`config.mk`:
```
export PLATFORM = sky130hd
export DESIGN_NAME = complete_bst_level_order_builder
export DESIGN_NICKNAME = d
export VERILOG_FILES = /design/src/hdl/cbst_pkg.sv /design/src/hdl/complete_bst_level_order_builder.sv /design/src/hdl/cbst_ram.sv
export SDC_FILE = /design/constraint.sdc
export NUM_CORES = 2
export LEC_CHECK = 0
export ABC_AREA = 1
export ABC_CLOCK_PERIOD_IN_PS = 9600
export BUFFER_PORTS_ARGS = -buffer_cell sky130_fd_sc_hd__buf_2
export CAP_MARGIN = 20
export CORE_UTILIZATION = 32
export CTS_BUF_LIST = sky130_fd_sc_hd__clkbuf_8
export DETAILED_ROUTE_END_ITERATION = 12
export PLACE_DENSITY = 0.42
export SLEW_MARGIN = 30
export SYNTH_ARGS = -nofsm -noshare
export SYNTH_HDL_FRONTEND = slang
export SYNTH_SLANG_ARGS = --single-unit
```
`constraint.sdc`:
```
create_clock -name clk -period 9.6 [get_ports clk]
set_input_delay 0.96 -clock clk [delete_from_list [all_inputs] [get_ports clk]]
set_output_delay 0.96 -clock clk [all_outputs]
set_load 0.02 [all_outputs]
```
`src/hdl/cbst_pkg.sv`:
```
// Package for the complete BST level-order builder.
// Sizes, derived widths and the sequencer state type. No dependencies.
package cbst_pkg;

  localparam int MAX_KEYS = 64;
  localparam int KEY_BITS = 16;

  // Width of the key port and the result key port.
  localparam int KEY_PORT_W = 16;
  // Bits of a key that are kept and stored.
  localparam int KEY_W = (KEY_BITS < KEY_PORT_W) ? KEY_BITS : KEY_PORT_W;
  localparam int ADDR_W = (MAX_KEYS > 1) ? $clog2(MAX_KEYS) : 1;
  localparam int CNT_W = $clog2(MAX_KEYS + 1);

  typedef enum logic [3:0] {
    ST_IDLE,
    ST_INS_RD,
    ST_INS_CMP,
    ST_DESC,
    ST_RD,
    ST_WR,
    ST_UP,
    ST_EM_RD,
    ST_EM_LD,
    ST_EM_WAIT
  } state_t;

endpackage

```
`src/hdl/complete_bst_level_order_builder.sv`:
```
// Top level of the complete BST level-order (Eytzinger) builder.
// Depends on cbst_pkg and cbst_ram.
//
// Usage:
//   Input channel (in_valid/in_ready, key, is_final) takes one key per
//   transaction. in_ready is high only while the block is idle. Each key is
//   placed by insertion sort in the key RAM: each stored key that is greater
//   than it is read, compared and shifted up one slot, and the key is then
//   written into the slot left free. A key arriving with MAX_KEYS keys stored
//   is dropped and flags the batch. After the final key, an in-order walk
//   over the implicit tree copies the sorted keys into a level RAM (one tree
//   step per cycle), then the results leave on the output channel
//   (out_valid/out_ready, out_key, end_of_run, dropped) one at a time, one
//   per stored key, in level order; each result is taken before the next
//   is read. end_of_run marks the last one; the count and overflow flag
//   then clear for the next batch. A stalled result waits in the output
//   register; the block holds until it is taken. Reset returns to idle with
//   an empty batch; RAM contents are not cleared and need not be.
module complete_bst_level_order_builder (
  input  logic                            clk,
  input  logic                            rst,
  input  logic                            in_valid,
  output logic                            in_ready,
  input  logic [cbst_pkg::KEY_PORT_W-1:0] key,
  input  logic                            is_final,
  output logic                            out_valid,
  input  logic                            out_ready,
  output logic [cbst_pkg::KEY_PORT_W-1:0] out_key,
  output logic                            end_of_run,
  output logic                            dropped
);

  import cbst_pkg::*;

  localparam int NW = CNT_W + 1;

  state_t            state, state_next;
  logic [CNT_W-1:0]  count, count_next;
  logic              overflow, overflow_next;
  logic [KEY_W-1:0]  k, k_next;
  logic              fin, fin_next;
  logic [CNT_W-1:0]  pos, pos_next;
  logic [CNT_W-1:0]  i, i_next;
  logic [CNT_W-1:0]  j, j_next;
  logic [CNT_W-1:0]  node, node_next;
  logic                  out_valid_next;
  logic [KEY_PORT_W-1:0] out_key_next;
  logic                  end_of_run_next;
  logic                  dropped_next;

  logic              srt_we;
  logic [ADDR_W-1:0] srt_waddr, srt_raddr;
  logic [KEY_W-1:0]  srt_wdata, srt_rdata;
  logic              lvl_we;
  logic [ADDR_W-1:0] lvl_waddr, lvl_raddr;
  logic [KEY_W-1:0]  lvl_rdata;

  logic [CNT_W-1:0]  pos_m1, node_m1, i_inc, j_inc;
  logic [NW-1:0]     node2, node2p1, n_ext;

  assign pos_m1  = pos - CNT_W'(1);
  assign node_m1 = node - CNT_W'(1);
  assign i_inc   = i + CNT_W'(1);
  assign j_inc   = j + CNT_W'(1);
  assign node2   = {node, 1'b0};
  assign node2p1 = {node, 1'b1};
  assign n_ext   = {1'b0, count};

  cbst_ram #(.WIDTH(KEY_W), .DEPTH(MAX_KEYS)) u_sorted (
    .clk   (clk),
    .we    (srt_we),
    .waddr (srt_waddr),
    .wdata (srt_wdata),
    .raddr (srt_raddr),
    .rdata (srt_rdata)
  );

  cbst_ram #(.WIDTH(KEY_W), .DEPTH(MAX_KEYS)) u_level (
    .clk   (clk),
    .we    (lvl_we),
    .waddr (lvl_waddr),
    .wdata (srt_rdata),
    .raddr (lvl_raddr),
    .rdata (lvl_rdata)
  );

  always_ff @(posedge clk) begin
    if (rst) begin
      state     <= ST_IDLE;
      count     <= '0;
      overflow  <= 1'b0;
      out_valid <= 1'b0;
    end else begin
      state     <= state_next;
      count     <= count_next;
      overflow  <= overflow_next;
      out_valid <= out_valid_next;
    end
    k          <= k_next;
    fin        <= fin_next;
    pos        <= pos_next;
    i          <= i_next;
    j          <= j_next;
    node       <= node_next;
    out_key    <= out_key_next;
    end_of_run <= end_of_run_next;
    dropped    <= dropped_next;
  end

  always_comb begin
    state_next      = state;
    count_next      = count;
    overflow_next   = overflow;
    k_next          = k;
    fin_next        = fin;
    pos_next        = pos;
    i_next          = i;
    j_next          = j;
    node_next       = node;
    out_valid_next  = out_valid;
    out_key_next    = out_key;
    end_of_run_next = end_of_run;
    dropped_next    = dropped;
    in_ready        = (state == ST_IDLE);
    srt_we          = 1'b0;
    srt_waddr       = pos[ADDR_W-1:0];
    srt_wdata       = k;
    srt_raddr       = pos_m1[ADDR_W-1:0];
    lvl_we          = 1'b0;
    lvl_waddr       = node_m1[ADDR_W-1:0];
    lvl_raddr       = j[ADDR_W-1:0];

    case (state)
      ST_IDLE: begin
        if (in_valid) begin
          k_next   = key[KEY_W-1:0];
          fin_next = is_final;
          if (count == CNT_W'(MAX_KEYS)) begin
            overflow_next = 1'b1;
            if (is_final) begin
              node_next  = CNT_W'(1);
              i_next     = '0;
              state_next = ST_DESC;
            end
          end else begin
            pos_next   = count;
            state_next = ST_INS_RD;
          end
        end
      end
      ST_INS_RD: begin
        if (pos == '0) begin
          srt_we     = 1'b1;
          count_next = count + CNT_W'(1);
          node_next  = CNT_W'(1);
          i_next     = '0;
          state_next = fin ? ST_DESC : ST_IDLE;
        end else begin
          state_next = ST_INS_CMP;
        end
      end
      ST_INS_CMP: begin
        srt_we = 1'b1;
        if (srt_rdata > k) begin
          // shift the larger key up one slot
          srt_wdata  = srt_rdata;
          pos_next   = pos_m1;
          state_next = ST_INS_RD;
        end else begin
          count_next = count + CNT_W'(1);
          node_next  = CNT_W'(1);
          i_next     = '0;
          state_next = fin ? ST_DESC : ST_IDLE;
        end
      end
      ST_DESC: begin
        if (node2 <= n_ext) begin
          node_next = node2[CNT_W-1:0];
        end else begin
          state_next = ST_RD;
        end
      end
      ST_RD: begin
        srt_raddr  = i[ADDR_W-1:0];
        state_next = ST_WR;
      end
      ST_WR: begin
        lvl_we = 1'b1;
        i_next = i_inc;
        if (i_inc == count) begin
          j_next     = '0;
          state_next = ST_EM_RD;
        end else if (node2p1 <= n_ext) begin
          node_next  = node2p1[CNT_W-1:0];
          state_next = ST_DESC;
        end else begin
          state_next = ST_UP;
        end
      end
      ST_UP: begin
        node_next = node >> 1;
        if (!node[0]) begin
          state_next = ST_RD;
        end
      end
      ST_EM_RD: begin
        state_next = ST_EM_LD;
      end
      ST_EM_LD: begin
        out_valid_next  = 1'b1;
        out_key_next    = KEY_PORT_W'(lvl_rdata);
        end_of_run_next = (j_inc == count);
        dropped_next    = overflow;
        state_next      = ST_EM_WAIT;
      end
      ST_EM_WAIT: begin
        if (out_ready) begin
          out_valid_next = 1'b0;
          if (end_of_run) begin
            count_next    = '0;
            overflow_next = 1'b0;
            state_next    = ST_IDLE;
          end else begin
            j_next     = j_inc;
            state_next = ST_EM_RD;
          end
        end
      end
      default: begin
        state_next = ST_IDLE;
      end
    endcase
  end

  a_no_overlap: assert property (@(posedge clk) disable iff (rst)
    !(in_ready && out_valid))
    else $error("input accepted while a result is pending");

  a_clear_after_run: assert property (@(posedge clk) disable iff (rst)
    (out_valid && out_ready && end_of_run) |=> (count == '0 && !overflow && in_ready))
    else $error("batch state not cleared after last result");

  a_count_bound: assert property (@(posedge clk) disable iff (rst)
    (state != ST_IDLE) |-> (count <= CNT_W'(MAX_KEYS)))
    else $error("stored count beyond capacity");

  a_level_addr: assert property (@(posedge clk) disable iff (rst)
    lvl_we |-> (node != '0 && node <= count))
    else $error("level write outside the tree");

endmodule

```
`src/hdl/cbst_ram.sv`:
```
// Generic single-write, single-read synchronous RAM with registered read data.
// No dependencies.
module cbst_ram #(
  parameter int WIDTH = 16,
  parameter int DEPTH = 64
) (
  input  logic                                   clk,
  input  logic                                   we,
  input  logic [((DEPTH > 1) ? $clog2(DEPTH) : 1)-1:0] waddr,
  input  logic [WIDTH-1:0]                       wdata,
  input  logic [((DEPTH > 1) ? $clog2(DEPTH) : 1)-1:0] raddr,
  output logic [WIDTH-1:0]                       rdata
);

  logic [WIDTH-1:0] mem [DEPTH];

  always_ff @(posedge clk) begin
    if (we) begin
      mem[waddr] <= wdata;
    end
    rdata <= mem[raddr];
  end

endmodule
```
==> metrics.csv <==
metric,value,unit
outcome,"finished, violations left",
violations,DRC,
setup_viol,0,
dp_hpwl,152.8,mm
dr_total_vias,59100,
cp-end-kind,flip-flop,
seq_area,0.06434,sq mm
cts_buffers,376,
syn_to_final_growth,13.10,%
crit_path_max_incr_delay,0.72,ns
timing_hold_violations_final,0,
grt_max_degree,189,
final.setup.tns,0,ns
syn-instance-count,7836,
grt_pass1_wl,416.3,mm
synth_area_per_cell,11.47,sq um
synthArstFlopShare,0,%
syn_nets,7886,
cts_max_level,5,
fin_crit_sh,48.01,%
p_per_area,274.2,mW/mm^2
path_max_fanout,188,
arrival,5.46,ns
dr.pass1.iters,10,
routed_via_density,4.914,
synth-edff-count,2111,
final_util,36.38,%
tightest_slew,1.071,ns
drc,12,
multi_input_area,0.02007,sq mm
maxSlewViolCount,0,
cp_cell_sequence,nor2_2 -> nand2_1 -> nand2_4 -> nand2_8 -> buf_12 -> nand2_1 -> nand3_1 -> nand3_1 -> nand3_1 -> nand3_1 -> nand3_1 -> nand2_1,
start_kind,flip-flop,
die_height,532.0,microns
port_buffers,40,
cts.sinks,2156,
skew,0.05881,ns
crit_type,flip-flop to flip-flop,
antenna_found_initial,5,
rsz0062_at_grt,no,
die_w,532.0,microns
total_power,27.87,mW
seq_area_frac_synth,71.53,%
synth_top_area_share,70.53,%
start_util,32.17,%
clock_latency,0.99,ns
rrSetupSlack,4.99,ns
clk_pin_slew,0.06,ns
fill_cells,27530,
r2r_start,state[0],
clockRootBuffer,clkbuf_8,
vdd_drop_max,0.3786,mV
cts_tree,yes,
cts_max_path_buffers,4,
yosysWarnings,0,
post_cts_resized,0,
synthFlopType,edfxtp_1,
ys_types,41,
dr.first_iter.drc_count,4774,
min_path_type,input port to flip-flop,
wl_per_cell,24.07,microns
io_pins,41,
yosys_register_bits,2156,
fin_crit,4.609,ns
grt_pass1_vias,57690,
fin_ws,4.991,ns
wl,289.5,mm
leakagePower,37.89,nW
cp.required,10.45,ns
fmax,0.2170,GHz
ys_top_cells_by_area,"edfxtp_1 71%, nand3_1 6.3%, nand2_1 5.9%",
gp_congestion,0.8095,
grt_remaining_overflow,0,
rows,194,
fp.coreArea,0.2794,sq mm
cp_slowest_cell,buf_12,
layout.nets,8081,
cts_setup_buffers,0,
slew_headroom,28.57,%
yosys.area.top_type,edfxtp_1,
hold_buffers,0,
track_usage,20.08,%
cp_common_cell,nand3_1,
dieArea,0.2830,sq mm
post-place-ws,5.088,ns
syn-cell-area,0.08987,sq mm
hold_start,key[13],
ant_nets,0,
layout-drive-gt1-share,9.842,%
cap_violations,0,
critPathLaunch,state[0],
-- cells in the mapped netlist, types with 2 or more instances --
master,n
nor2_1,643
inv_1,1054
clkinv_1,4
buf_4,18
o21ai_0,416
xor2_1,13
o21ai_2,4
a31oi_1,2
clkbuf_1,214
dfxtp_1,45
nand4_1,9
xnor2_1,4
ha_1,29
nor3_1,6
a21oi_1,88
a211oi_1,16
nand3b_1,2
o21ai_1,3
o22ai_1,130
inv_2,8
nor2_2,2
o211ai_1,146
nand3_2,3
o221ai_1,96
nand3_1,1132
buf_1,34
buf_2,176
nand2_4,2
edfxtp_1,2111
nand2_1,1413
buf_6,3
-- stage by stage --
step                hold slack (ns)  cell area (sq um)  cells
floorplan                    0.3855              89870   7836
global placement             0.3886              95040  11380
detailed placement           0.3887              95100  11380
CTS                         0.06049             101600  12020
global route                 0.1003             101600  12030
finish                       0.1588             101600  12030
-- sequential cells by signal, indices dropped and copies added (netlist names) --
register        flops
u_sorted.mem     1024
overflow            1
j                   7
u_level.rdata      16
pos                 7
node                7
u_level.mem      1024
state               4
out_valid           1
k                  16
dropped             1
u_sorted.rdata     16
end_of_run          1
i                   7
fin                 1
out_key            16
count               7
-- layer usage --
metal	part of all wire [%]	vias to the layer above	GRT usage (%)
met2	48	1533	34.03
met4	3.2	0	6.706
li1	-	27440	-
met3	4.2	454	2.397
met1	44	29680	26.59
met5	0	-	0
-- worst paths after layout --
path	to	cells after the start
setup reg to reg	u_sorted.rdata[8]	12
setup / recovery	u_sorted.rdata[8]	12
hold reg to reg	out_key[15]	0
hold / removal	k[13]	1
-- final cells by class --
cell class	count	share of cell area, %
multi-input cells	4169	19.74
well taps	3724	4.584
repair buffers	262	2.000
clock buffers	393	5.321
inverters	1066	3.962
flip-flops and latches	2156	63.30
diodes	2	0.004924
clock inverters	255	1.084
-- cells by family (layout without fill, tap and decap cells) --
kind of cell | Yosys count | after routing | share of synthesized area [%]
xor gates and xnor gates | 17 | 17 | 0.1657
buffers and inverters | 1511 | 1976 | 6.656
DFF | 2156 | 2156 | 71.53
AOI/OAI and AO/OA | 906 | 906 | 6.119
other | 0 | 2 | 0
and+or+nand+nor | 3217 | 3217 | 15.12
adders and majority gates | 29 | 29 | 0.4037
-- worst max-delay path, delay by kind of cell, from the launching register on --
kind / cells / cell delay [ns]
simple gates: 11 / 2.85
buf+inv: 1 / 0.72
flops: 1 / 0.47
-- report_power, final --
group	total [mW]	switching, mW	internal [mW]
logic	8.55	6.64	1.91
registers	11.7	0.263	11.5
clock network	7.60	3.80	3.81
total	27.9	10.7	17.2
-- layout by cell type, fill, tap and decap left out, types with 3 or more instances in the layout --
cell and n:
xor2_1 13, nand2_4 3, dfxtp_1 29, o22ai_1 130, buf_2 40, nor2_2 56, xnor2_1 4, o211ai_1 146
buf_12 13, a21oi_1 88, nor2_1 580, clkinv_2 15, nand2_1 1410, clkinv_1 92, nand4_1 9, o21ai_0 398
nand3_1 1131, inv_8 3, buf_4 208, clkbuf_8 393, inv_6 6, edfxtp_1 2111, nor2_4 10, clkinvlp_4 8
a211oi_1 16, nand3_2 4, o221ai_1 96, dfxtp_2 4, nor3_1 5, o21ai_4 21, inv_1 1185, dfxtp_4 12
inv_2 7, ha_1 29
(Power assumes the default switching activity.)
